--- config.mk ---
export PLATFORM = sky130hd
export DESIGN_NAME = front_to_back_ray_compositor_core
export DESIGN_NICKNAME = d
export VERILOG_FILES = /design/src/fbrc_pkg.sv /design/src/fbrc_round_mul.sv /design/src/front_to_back_ray_compositor_core.sv
export SDC_FILE = /design/constraint.sdc
export NUM_CORES = 2
export LEC_CHECK = 0
export BUFFER_PORTS_ARGS = -buffer_cell sky130_fd_sc_hd__buf_4
export CAP_MARGIN = 20
export CELL_PAD_IN_SITES_DETAIL_PLACEMENT = 0
export CELL_PAD_IN_SITES_GLOBAL_PLACEMENT = 1
export CORE_MARGIN = 2
export CORE_UTILIZATION = 53
export CTS_CLUSTER_DIAMETER = 150
export DETAILED_ROUTE_END_ITERATION = 6
export GPL_TIMING_DRIVEN = 0
export PLACE_DENSITY = 0.9
export SETUP_SLACK_MARGIN = 0.15
export SYNTH_ARGS = -nofsm -noshare
export SYNTH_HDL_FRONTEND = slang
export SYNTH_SLANG_ARGS = --single-unit
--- constraint.sdc ---
create_clock -name i_clk -period 13.3 [get_ports i_clk]
set_clock_uncertainty 0.2 [all_clocks]
set_input_delay 1.995 -clock i_clk [delete_from_list [all_inputs] [get_ports i_clk]]
set_output_delay 1.995 -clock i_clk [all_outputs]
set_load 0.05 [all_outputs]
--- src/fbrc_pkg.sv ---
// ----------------------------------------------------------------------------
// fbrc_pkg - shared definitions for the front-to-back ray compositor
// Fixed-point widths, request and register codes, and the request bundle
// that drives the shared rounding multiplier.
// ----------------------------------------------------------------------------
package fbrc_pkg;

    localparam int CHANNEL_BITS = 16;
    localparam int DEPTH_BITS   = 24;

    // Q1.CH alpha-like values (remaining transparency, cutoff, threshold)
    localparam int ALPHA_W = CHANNEL_BITS + 1;
    // Q2.CH accumulators
    localparam int ACC_W   = CHANNEL_BITS + 2;
    localparam int MUL_Q_W = ALPHA_W;
    localparam int BYTE_W  = 8;

    localparam int CFG_IDX_W  = 3;
    localparam int CFG_DATA_W = ALPHA_W;

    // request kinds carried in the input tuser
    localparam logic [1:0] REQ_VOLUME = 2'd0;
    localparam logic [1:0] REQ_ISO    = 2'd1;
    localparam logic [1:0] REQ_END    = 2'd2;

    // configuration register indexes
    localparam logic [CFG_IDX_W-1:0] CFG_BG_RED    = 3'd0;
    localparam logic [CFG_IDX_W-1:0] CFG_BG_GREEN  = 3'd1;
    localparam logic [CFG_IDX_W-1:0] CFG_BG_BLUE   = 3'd2;
    localparam logic [CFG_IDX_W-1:0] CFG_CUTOFF    = 3'd3;
    localparam logic [CFG_IDX_W-1:0] CFG_THRESHOLD = 3'd4;

    // one operation for the shared multiplier: q = (a * b + half) >> CH
    typedef struct packed {
        logic                    en;
        logic [CHANNEL_BITS-1:0] a;
        logic [ALPHA_W-1:0]      b;
    } t_mul_req;

endpackage

--- src/fbrc_round_mul.sv ---
// ----------------------------------------------------------------------------
// fbrc_round_mul - shared rounding multiplier
// Registers (a * b + half) >> CHANNEL_BITS when enabled, holds otherwise.
// ----------------------------------------------------------------------------
module fbrc_round_mul (
    input  logic                           i_clk,
    input  fbrc_pkg::t_mul_req             i_req,
    output logic [fbrc_pkg::MUL_Q_W-1:0]   o_q
);
    import fbrc_pkg::*;

    localparam int PROD_W = CHANNEL_BITS + ALPHA_W;

    logic [PROD_W-1:0]  prod_rnd;
    logic [MUL_Q_W-1:0] r_q;

    assign prod_rnd = PROD_W'(i_req.a) * PROD_W'(i_req.b)
                    + (PROD_W'(1) << (CHANNEL_BITS - 1));

    // hold the last product while idle so later steps can still read it
    always_ff @(posedge i_clk) begin
        if (i_req.en) begin
            r_q <= prod_rnd[PROD_W-1:CHANNEL_BITS];
        end
    end

    assign o_q = r_q;

endmodule

--- src/front_to_back_ray_compositor_core.sv ---
// ----------------------------------------------------------------------------
// front_to_back_ray_compositor_core - per-ray front-to-back alpha compositor
// Composited sample: accept + 4 steps, set by the four dependent
// products (ratio, red, green, blue) that share one rounding multiplier.
// Ignored item: taken without leaving S_IDLE. End of ray: accept + 3 steps;
// the pixel item turns valid and ready returns in the same cycle, at once
// while the output register is free, later while it still holds a pixel.
// Reset (i_rst_n low, synchronous): control, configuration and ray state.
// ----------------------------------------------------------------------------
module front_to_back_ray_compositor_core (
    input  logic                                i_clk,
    input  logic                                i_rst_n,
    // configuration write port
    input  logic                                i_cfg_we,
    input  logic [fbrc_pkg::CFG_IDX_W-1:0]      i_cfg_idx,
    input  logic [fbrc_pkg::CFG_DATA_W-1:0]     i_cfg_data,
    // sample stream
    input  logic                                i_s_tvalid,
    output logic                                o_s_tready,
    // from bit 0: sample_red, sample_green, sample_blue, sample_alpha,
    // sample_depth, zero fill to whole bytes
    input  logic [((4*fbrc_pkg::CHANNEL_BITS+fbrc_pkg::DEPTH_BITS+7)/8)*8-1:0]
                                                i_s_tdata,
    // from bit 0: req_type
    input  logic [1:0]                          i_s_tuser,
    // pixel stream
    output logic                                o_m_tvalid,
    input  logic                                i_m_tready,
    // from bit 0: pixel_red, pixel_green, pixel_blue, pixel_alpha,
    // pixel_depth, zero fill to whole bytes
    output logic [((4*fbrc_pkg::BYTE_W+fbrc_pkg::DEPTH_BITS+7)/8)*8-1:0]
                                                o_m_tdata,
    // from bit 0: depth_valid
    output logic                                o_m_tuser
);
    import fbrc_pkg::*;

    localparam int CH         = CHANNEL_BITS;
    localparam int OUT_PIX_W  = 4*BYTE_W + DEPTH_BITS;
    localparam int OUT_DATA_W = ((OUT_PIX_W + 7) / 8) * 8;

    localparam logic [ACC_W-1:0] ONE_ACC  = ACC_W'(1) << CH;
    localparam logic [ACC_W-1:0] ACC_MAX  = {ACC_W{1'b1}};
    localparam logic [ALPHA_W-1:0] ONE_A  = ALPHA_W'(1) << CH;
    localparam logic [ALPHA_W-1:0] HALF_A = ALPHA_W'(1) << (CH - 1);

    typedef enum logic [7:0] {
        S_IDLE    = 8'b0000_0001,
        S_RED     = 8'b0000_0010,
        S_GREEN   = 8'b0000_0100,
        S_BLUE    = 8'b0000_1000,
        S_ADDB    = 8'b0001_0000,
        S_END_G   = 8'b0010_0000,
        S_END_B   = 8'b0100_0000,
        S_END_OUT = 8'b1000_0000
    } t_state;

    // Saturating add into a Q2.CH accumulator.
    function automatic logic [ACC_W-1:0] sat_acc(input logic [ACC_W-1:0] acc,
                                                 input logic [MUL_Q_W-1:0] add);
        logic [ACC_W:0] sum;
        sum = {1'b0, acc} + (ACC_W+1)'(add);
        return sum[ACC_W] ? ACC_MAX : sum[ACC_W-1:0];
    endfunction

    // Clamp to 1.0, then round v * 255 to the nearest byte value.
    // v * 255 is (v << 8) - v, so no multiplier is needed here.
    function automatic logic [BYTE_W-1:0] to_byte(input logic [ACC_W:0] v);
        logic [ALPHA_W-1:0]        vc;
        logic [ALPHA_W+BYTE_W-1:0] t;
        vc = (v > (ACC_W+1)'(ONE_A)) ? ONE_A : v[ALPHA_W-1:0];
        t  = {vc, {BYTE_W{1'b0}}} - (ALPHA_W+BYTE_W)'(vc)
           + (ALPHA_W+BYTE_W)'(HALF_A);
        return t[CH+BYTE_W-1:CH];
    endfunction

    // ------------------------------------------------------------------
    // Registers
    // ------------------------------------------------------------------
    t_state r_state, n_state;

    logic [CH-1:0]       r_bg_red, r_bg_green, r_bg_blue;
    logic [ALPHA_W-1:0]  r_cutoff, r_threshold;

    logic [ACC_W-1:0]      r_acc_red, r_acc_green, r_acc_blue, r_acc_alpha;
    logic                  r_depth_latched;
    logic [DEPTH_BITS-1:0] r_latched_depth;

    // captured sample payload and the ratio of the sample at work
    logic [CH-1:0]         r_smp_red, r_smp_green, r_smp_blue;
    logic [DEPTH_BITS-1:0] r_smp_depth;
    logic [CH-1:0]         r_ratio;

    logic [BYTE_W-1:0]     r_byte_red, r_byte_green;

    logic                  r_out_valid;
    logic [OUT_DATA_W-1:0] r_out_data;
    logic                  r_out_dvalid;

    // ------------------------------------------------------------------
    // Input decode
    // ------------------------------------------------------------------
    logic [CH-1:0]         in_red, in_green, in_blue, in_alpha;
    logic [DEPTH_BITS-1:0] in_depth;
    logic                  accept, live, sample_go, end_go;
    logic [ALPHA_W-1:0]    remain;

    assign in_red   = i_s_tdata[CH-1:0];
    assign in_green = i_s_tdata[2*CH-1:CH];
    assign in_blue  = i_s_tdata[3*CH-1:2*CH];
    assign in_alpha = i_s_tdata[4*CH-1:3*CH];
    assign in_depth = i_s_tdata[4*CH+DEPTH_BITS-1:4*CH];

    assign o_s_tready = (r_state == S_IDLE);
    assign accept     = i_s_tvalid && o_s_tready;

    // ray still open: accumulated alpha below the cutoff
    assign live = (r_acc_alpha < ACC_W'(r_cutoff));

    // zero-alpha volume samples drop out; iso hits go through even at zero
    assign sample_go = accept && live
                     && (((i_s_tuser == REQ_VOLUME) && (in_alpha != '0))
                         || (i_s_tuser == REQ_ISO));
    assign end_go    = accept && (i_s_tuser == REQ_END);

    // remaining transparency, Q1.CH; accumulated alpha never exceeds 1.0
    assign remain = (r_acc_alpha >= ONE_ACC) ? '0
                  : ONE_A - r_acc_alpha[ALPHA_W-1:0];

    // ------------------------------------------------------------------
    // Shared multiplier and its operand select
    // ------------------------------------------------------------------
    t_mul_req            mul_req;
    logic [MUL_Q_W-1:0]  mul_q;

    always_comb begin
        mul_req = '0;
        case (r_state)
            S_IDLE: begin
                // ratio for a sample, or the red background term at end of ray
                mul_req.en = sample_go || end_go;
                mul_req.a  = (i_s_tuser == REQ_END) ? r_bg_red : in_alpha;
                mul_req.b  = remain;
            end
            S_RED: begin
                // the product register holds the ratio in this step
                mul_req.en = 1'b1;
                mul_req.a  = r_smp_red;
                mul_req.b  = mul_q;
            end
            S_GREEN: begin
                mul_req.en = 1'b1;
                mul_req.a  = r_smp_green;
                mul_req.b  = ALPHA_W'(r_ratio);
            end
            S_BLUE: begin
                mul_req.en = 1'b1;
                mul_req.a  = r_smp_blue;
                mul_req.b  = ALPHA_W'(r_ratio);
            end
            S_END_G: begin
                mul_req.en = 1'b1;
                mul_req.a  = r_bg_green;
                mul_req.b  = remain;
            end
            S_END_B: begin
                mul_req.en = 1'b1;
                mul_req.a  = r_bg_blue;
                mul_req.b  = remain;
            end
            default: begin
                mul_req = '0;
            end
        endcase
    end

    fbrc_round_mul u_mul (
        .i_clk (i_clk),
        .i_req (mul_req),
        .o_q   (mul_q)
    );

    // ------------------------------------------------------------------
    // Sequencer
    // ------------------------------------------------------------------
    logic out_load;

    // the pixel leaves S_END_OUT only when the output register is free
    assign out_load = (r_state == S_END_OUT) && (!r_out_valid || i_m_tready);

    always_comb begin
        n_state = r_state;
        case (r_state)
            S_IDLE: begin
                if (sample_go) begin
                    n_state = S_RED;
                end else if (end_go) begin
                    n_state = S_END_G;
                end
            end
            S_RED:     n_state = S_GREEN;
            S_GREEN:   n_state = S_BLUE;
            S_BLUE:    n_state = S_ADDB;
            S_ADDB:    n_state = S_IDLE;
            S_END_G:   n_state = S_END_B;
            S_END_B:   n_state = S_END_OUT;
            S_END_OUT: begin
                if (out_load) begin
                    n_state = S_IDLE;
                end
            end
            default:   n_state = S_IDLE;
        endcase
    end

    always_ff @(posedge i_clk) begin
        if (!i_rst_n) begin
            r_state <= S_IDLE;
        end else begin
            r_state <= n_state;
        end
    end

    // ------------------------------------------------------------------
    // Configuration registers
    // ------------------------------------------------------------------
    always_ff @(posedge i_clk) begin
        if (!i_rst_n) begin
            r_bg_red    <= '0;
            r_bg_green  <= '0;
            r_bg_blue   <= '0;
            r_cutoff    <= ONE_A;
            r_threshold <= HALF_A;
        end else if (i_cfg_we) begin
            case (i_cfg_idx)
                CFG_BG_RED:    r_bg_red    <= i_cfg_data[CH-1:0];
                CFG_BG_GREEN:  r_bg_green  <= i_cfg_data[CH-1:0];
                CFG_BG_BLUE:   r_bg_blue   <= i_cfg_data[CH-1:0];
                CFG_CUTOFF:    r_cutoff    <= i_cfg_data;
                CFG_THRESHOLD: r_threshold <= i_cfg_data;
                default:       ; // drop writes beyond the register list
            endcase
        end
    end

    // ------------------------------------------------------------------
    // Sample capture (payload and ratio)
    // ------------------------------------------------------------------
    always_ff @(posedge i_clk) begin
        if (accept) begin
            r_smp_red   <= in_red;
            r_smp_green <= in_green;
            r_smp_blue  <= in_blue;
            r_smp_depth <= in_depth;
        end
        if (r_state == S_RED) begin
            r_ratio <= mul_q[CH-1:0];
        end
    end

    // ------------------------------------------------------------------
    // Ray accumulators
    // ------------------------------------------------------------------
    logic [ACC_W:0]     alpha_sum;
    logic [ACC_W-1:0]   n_acc_alpha;

    // ratio never exceeds the remaining transparency, so saturate at 1.0
    assign alpha_sum   = {1'b0, r_acc_alpha} + (ACC_W+1)'(mul_q);
    assign n_acc_alpha = (alpha_sum > (ACC_W+1)'(ONE_ACC)) ? ONE_ACC
                       : alpha_sum[ACC_W-1:0];

    always_ff @(posedge i_clk) begin
        if (!i_rst_n || out_load) begin
            // clear on reset and after every pixel
            r_acc_red       <= '0;
            r_acc_green     <= '0;
            r_acc_blue      <= '0;
            r_acc_alpha     <= '0;
            r_depth_latched <= 1'b0;
            r_latched_depth <= '0;
        end else begin
            // first isosurface hit latches depth ahead of compositing
            if (sample_go && (i_s_tuser == REQ_ISO) && !r_depth_latched) begin
                r_depth_latched <= 1'b1;
                r_latched_depth <= in_depth;
            end
            case (r_state)
                S_RED: begin
                    r_acc_alpha <= n_acc_alpha;
                    if (!r_depth_latched && (n_acc_alpha >= ACC_W'(r_threshold))) begin
                        r_depth_latched <= 1'b1;
                        r_latched_depth <= r_smp_depth;
                    end
                end
                S_GREEN: r_acc_red   <= sat_acc(r_acc_red, mul_q);
                S_BLUE:  r_acc_green <= sat_acc(r_acc_green, mul_q);
                S_ADDB:  r_acc_blue  <= sat_acc(r_acc_blue, mul_q);
                default: ;
            endcase
        end
    end

    // ------------------------------------------------------------------
    // Background blend and byte conversion
    // ------------------------------------------------------------------
    logic [ACC_W:0]    blend_red, blend_green, blend_blue;
    logic [BYTE_W-1:0] byte_blue, byte_alpha;

    assign blend_red   = {1'b0, r_acc_red}   + (ACC_W+1)'(mul_q);
    assign blend_green = {1'b0, r_acc_green} + (ACC_W+1)'(mul_q);
    assign blend_blue  = {1'b0, r_acc_blue}  + (ACC_W+1)'(mul_q);
    assign byte_blue   = to_byte(blend_blue);
    assign byte_alpha  = to_byte({1'b0, r_acc_alpha});

    always_ff @(posedge i_clk) begin
        if (r_state == S_END_G) begin
            r_byte_red <= to_byte(blend_red);
        end
        if (r_state == S_END_B) begin
            r_byte_green <= to_byte(blend_green);
        end
    end

    // ------------------------------------------------------------------
    // Output register: holds a pixel until taken
    // ------------------------------------------------------------------
    always_ff @(posedge i_clk) begin
        if (!i_rst_n) begin
            r_out_valid <= 1'b0;
        end else if (out_load) begin
            r_out_valid <= 1'b1;
        end else if (i_m_tready) begin
            r_out_valid <= 1'b0;
        end
    end

    always_ff @(posedge i_clk) begin
        if (out_load) begin
            r_out_data <= OUT_DATA_W'({
                r_depth_latched ? r_latched_depth : {DEPTH_BITS{1'b0}},
                byte_alpha, byte_blue, r_byte_green, r_byte_red});
            r_out_dvalid <= r_depth_latched;
        end
    end

    assign o_m_tvalid = r_out_valid;
    assign o_m_tdata  = r_out_data;
    assign o_m_tuser  = r_out_dvalid;

endmodule
# After elaboration in Yosys (flattened, before gate mapping)
# Cells that the tools add are included.
# totals
regBits	366
input_bits	115
out_inout_bits	59
wordCells	112
# op_classes
n_addsub	14
n_mul	1
n_lt_le_gt_ge	8
n_eq_ne	16
n_mux	23
reduce_logical	26
# ops
op	count
one-hot mux 34 bit (6 select lines)	1
adder 24 x 16 -> 24 bit, second input constant	4
subtractor 24 x 17 -> 24 bit	4
two-way mux 17 bit	5
adder 18 x 17 -> 19 bit	4
greater-than comparator 19 x 17 -> 1 bit, second input constant	4
two-way mux 18 bit	4
two-way mux 24 bit	3
one-hot mux 8 bit (7 select lines)	1
adder 33 x 16 -> 33 bit, second input constant	1
multiplier 16 x 17 -> 33 bit	1
two-way mux 8 bit	3
>= comparator 18 x 17 -> 1 bit	1
>= comparator 18 x 17 -> 1 bit, second input constant	1
greater-than comparator 18 x 17 -> 1 bit, second input constant	1
< comparator 18 x 17 -> 1 bit	1
subtractor 17 bit, first input constant	1
two-way mux 16 bit	1
nonzero test 16 bit	1
AND reduction 2 bit	6
logical AND 1 bit	9
equality test 8 x 1 -> 1 bit, second input constant	1
equality test 8 x 2 -> 1 bit, second input constant	1
equality test 8 x 3 -> 1 bit, second input constant	1
other kinds (18)	28

# Depth between registers and ports, before layout
# depth
depth_word	9
depth_mapped	34

# Cells and area by module
# From an unflattened synthesis, not the netlist that was laid out.
# hier_totals
cells_unflattened	3212
area_unflattened_um2	29938.7
# modules_own_cells
module	instances	cells_per_inst	area_each_um2	seq_area_each_um2
front_to_back_ray_compositor_core	1	2184	20583.5	8598.2
fbrc_round_mul	1	1028	9355.2	510.5

# Worst setup path before layout
# No wires, ideal clock.
# synth_timing
path_kind	input to register
from	in i_s_tuser[0]
to	reg u_mul.r_q[16] (netlist: u_mul.o_q[16]), data pin
arrival_ns	9.226
required_ns	12.840
setup_slack_ns	3.614
cell_stages	31
path_buffers	2
cell_sequence	nand2b_1 clkbuf_1 mux2i_1 o21ai_0 a221o_1 a221oi_1 clkbuf_1 nor2_1 fa_1 inv_1 fa_1 fa_1 fa_1 inv_1 fa_1 inv_1 fa_1 inv_1 ha_1 a21o_1 a21oi_1 nand2b_1 a21oi_1 o41ai_2 a211oi_2 o22ai_4 a31oi_2 o21ai_2 nor4_1 nor3_2 xnor2_1
# synth_between
elab_chain_cells	5
# synth_rtl
element	line	text
from (decl)	front_to_back_ray_compositor_core.sv:25	input logic [1:0] i_s_tuser,
equality test 2 bit	front_to_back_ray_compositor_core.sv:142	mul_req.a = (i_s_tuser == REQ_END) ? r_bg_red : in_alpha;
two-way mux 16 bit	front_to_back_ray_compositor_core.sv:142	
one-hot mux 34 bit (6 select lines)	front_to_back_ray_compositor_core.sv:138	case (r_state)
multiplier 16 x 17 -> 33 bit	fbrc_round_mul.sv:17	assign prod_rnd = PROD_W'(i_req.a) * PROD_W'(i_req.b)
adder 33 x 16 -> 33 bit	fbrc_round_mul.sv:18	+ (PROD_W'(1) << (CHANNEL_BITS - 1));
named net u_mul.prod_rnd[32]	fbrc_round_mul.sv:14	logic [PROD_W-1:0] prod_rnd;
to (signal assigned)	fbrc_round_mul.sv:23	r_q <= prod_rnd[PROD_W-1:CHANNEL_BITS];
to (decl)	fbrc_round_mul.sv:15	logic [MUL_Q_W-1:0] r_q;
# The timed path passes the listed nets, and every way through them passes these cells.
# A chain may end at the register's enable or synchronous reset.

# Worst setup path after layout
# Same ends and word-level chain as after synthesis.

==> metrics.md <==
| Metric | Value |
|---|---|
| Clock Sink Count | 366 |
| CP endpoint kind | flop |
| H-tree Lvls | 2 |
| Async S/R FF share, synth | 0% |
| Status | finished clean |
| CTS buffer count | 42 |
| Required @ worst endpoint | 13420 ps |
| Synthesized flop and latch total | 366 |
| Largest net degree at the start of global routing | 49 |
| Cells after Synth | 3200 |
| Post-synthesis net count | 3835 |
| Worst Max-Slew Pin Slew | 1390 ps |
| Share of layout cells above drive strength 1 | 9.48% |
| DRT Pass-1 Iters | 6 |
| Fin worst setup slack | 1950 ps |
| Register area share after synthesis | 31.0% |
| Warnings, synthesis | 0 |
| CTS tree | yes |
| Cell Area, Synth | 29400 um2 |
| Layout Nets | 4071 |
| CP Launch Type | primary input |
| Slew HR | 7.37% |
| Clk_lat worst skew | 590 ps |
| Dpl hpwl | 67.7 mm |
| Gpl congestion | 0.967 |
| Root Buffer | clkbuf_16 |
| Hold_ws | 217 ps |
| Clock Path Buffers | 3 |
| Global-route wire length before repair | 133 mm |
| Die Span Y | 240 um |
| Area Overhead vs Synth | 13.5% |
| CP Class | primary input to flop |
| Via count | 24.2k |
| Core Region | 55000 um2 |
| Pre-CTS setup slack | 1570 ps |
| Buffers on Ports | 172 |
| Slowest CP cell | a221oi_1 |
| Clock slew at the register clock pins of the worst setup and hold paths | 60 ps |
| CP Max Fanout | 10 |
| FP Rows | 86 |
| Detailed-route wire length per cell | 20.4 um |
| Slew Viols, Final | 0 |
| Final Cell Area | 33400 um2 |
| Fin. Hold Viols | 0 |
| Setup_tns | 0 ps |
| Commonest register cell after synthesis | dfxtp_1 |
| GRT Total Usage | 30.2% |
| Total power | 5.04 mW |
| VDD IR max | 0.118 mV |
| WP data arrival | 11470 ps |
| Syn_area_per_cell | 9.19 um2 |
| Final min period | 11350 ps |
| # Max-Cap Violations | 0 |
| Fill count | 4687 |
| Post-DRT Antenna Nets | 0 |
| Starting Density | 53.5% |
| Most frequent cells in the layout | nand2_1 (410), inv_1 (389), ha_1 (309), nor2_1 (275), fa_1 (211) |
| Most used cell, CP | fa_1 |
| DR iter-0 viols | 1862 |
| Post-cts resize count | 0 |
| Total Wirelength | 86.2 mm |
| Vias in the first global route | 24.2k |
| Setup violators final | 0 |
| DRC errors left | 0 |
| Netlist cell types | 79 |
| Via density | 5.74 |
| Pwr/cell area | 151 nW/um2 |
| Post-CTS Setup Bufs | 0 |
| Die area | 57400 um2 |
| Diodes inserted | 0 |
| Number of synthesized flops with an enable pin | 178 |
| Tcrit/Tclk final | 85.3% |
| DP Area | 31900 um2 |
| GRT overflow | 0 |
| Die width | 240 um |
| I/O pins | 174 |
| Crit path largest cell delay | 670 ps |
| Initial antenna violation count | 0 |
| HP Class | flop to flop |
| Fmax | 88.1 MHz |
| Hold Buf Count CTS | 0 |
| Leak pwr | 14.9 nW |
| RSZ-0062 raised after global routing | no |
| Most common cell after layout, fill and taps aside | nand2_1 |
## report_power, final
group / total (mW) / switching, mW / internal [mW]
clock: 1.25 / 0.504 / 0.749
sequential: 1.51 / 0.157 / 1.35
combinational: 2.28 / 1.40 / 0.877
## cells by family after synthesis
logic type	after synthesis	share of synthesized area (%)
AND/OR/NAND/NOR	1018	15.8
multiplexers	32	1.09
XOR/XNOR	112	3.34
adder cells (fa/ha/maj)	520	27.5
AO/OA/AOI/OAI	637	14.6
buffers and inverters	515	6.58
flip-flops	366	31.0
## Yosys cell counts, types with 9 or more instances
master    number  area share (%)
nand2b_1      35            0.74
a22o_1        19            0.57
nor4_1        10            0.21
o21bai_1      11            0.28
or2_2         21            0.45
ha_1         309              13
mux2i_1       32             1.1
a211oi_1       9            0.23
o21ai_1       12            0.20
nor2b_1       20            0.43
and2_1        44            0.94
a31oi_1       15            0.32
and3_1        22            0.47
o21a_1        19            0.49
xor2_1        40             1.2
or3_1          9            0.19
a22oi_1       12            0.31
edfxtp_1     178              18
o21ai_0      113             1.9
nand4_1       17            0.36
dfxtp_1      188              13
a21oi_1      156             2.7
nor3_1        55            0.94
nand2_1      410             5.2
clkbuf_1     123             1.6
xnor2_1       72             2.1
a21o_1        74             1.9
o221a_2       19            0.73
nand3_1       41            0.70
a221oi_1      12            0.36
nor2_1       276             3.5
a21boi_0      82             2.1
o211ai_1      16            0.41
inv_1        390             5.0
fa_1         211              14
nor3b_1       26            0.66
## metal layers
layer | vias up | track usage (%) | routed length [um]
met5 | - | 0 | 0
met4 | 0 | 12.5 | 3870
met3 | 200 | 6.83 | 7430
met2 | 939 | 47.5 | 38500
met1 | 11756 | 40.1 | 36400
li1 | 11334 | - | -
## final timing paths
| path | endpoint | startpoint | cells after the start | slack (ps) |
|---|---|---|---|---|
| min reg2reg | o_m_tdata[8] | r_byte_green[0] | 0 | 220 |
| min | o_m_tdata[8] | r_byte_green[0] | 0 | 220 |
| max | u_mul.o_q[16] | i_s_tuser[0] | 33 | 1950 |
| max reg2reg | u_mul.o_q[16] | r_state[2] | 32 | 2020 |
## layout make-up
cell class                      instances  area (um2)  area share, %
Buffer                                125         472           1.41
Timing Repair Buffer                  192        1510           4.53
Clock inverter                         26         354           1.06
Sequential cell                       366        9110           27.3
Inverter                              390        1470           4.40
Multi-Input combinational cell       2319       18400           55.1
Clock buffer                           52        1130           3.39
Tap cell                              748         936           2.81
## metrics by stage
step | std cells | utilization, %
floorplan | 3200 | -
global placement | 4120 | 57.5
detailed placement | 4137 | 57.9
CTS | 4215 | 60.6
global route | 4218 | 60.7
finish | 4218 | 60.7
## state kept, by name, indices dropped and copies added (netlist names), 17 cells and up
name / count
o_m_tdata: 56
r_latched_depth: 24
r_smp_depth: 24
r_acc_alpha: 18
r_acc_blue: 18
r_acc_green: 18
r_acc_red: 18
r_cutoff: 17
r_threshold: 17
u_mul.o_q: 17
## critical path: cells and delay by family
family | cells | cell delay (ps)
AO/OA/AOI/OAI | 11 | 3340
XOR/XNOR | 1 | 130
adder cells (fa/ha/maj) | 7 | 3430
buffers and inverters | 8 | 1510
multiplexers | 1 | 250
AND/OR/NAND/NOR | 5 | 780
Note: power is estimated with default switching activity, not from simulation.
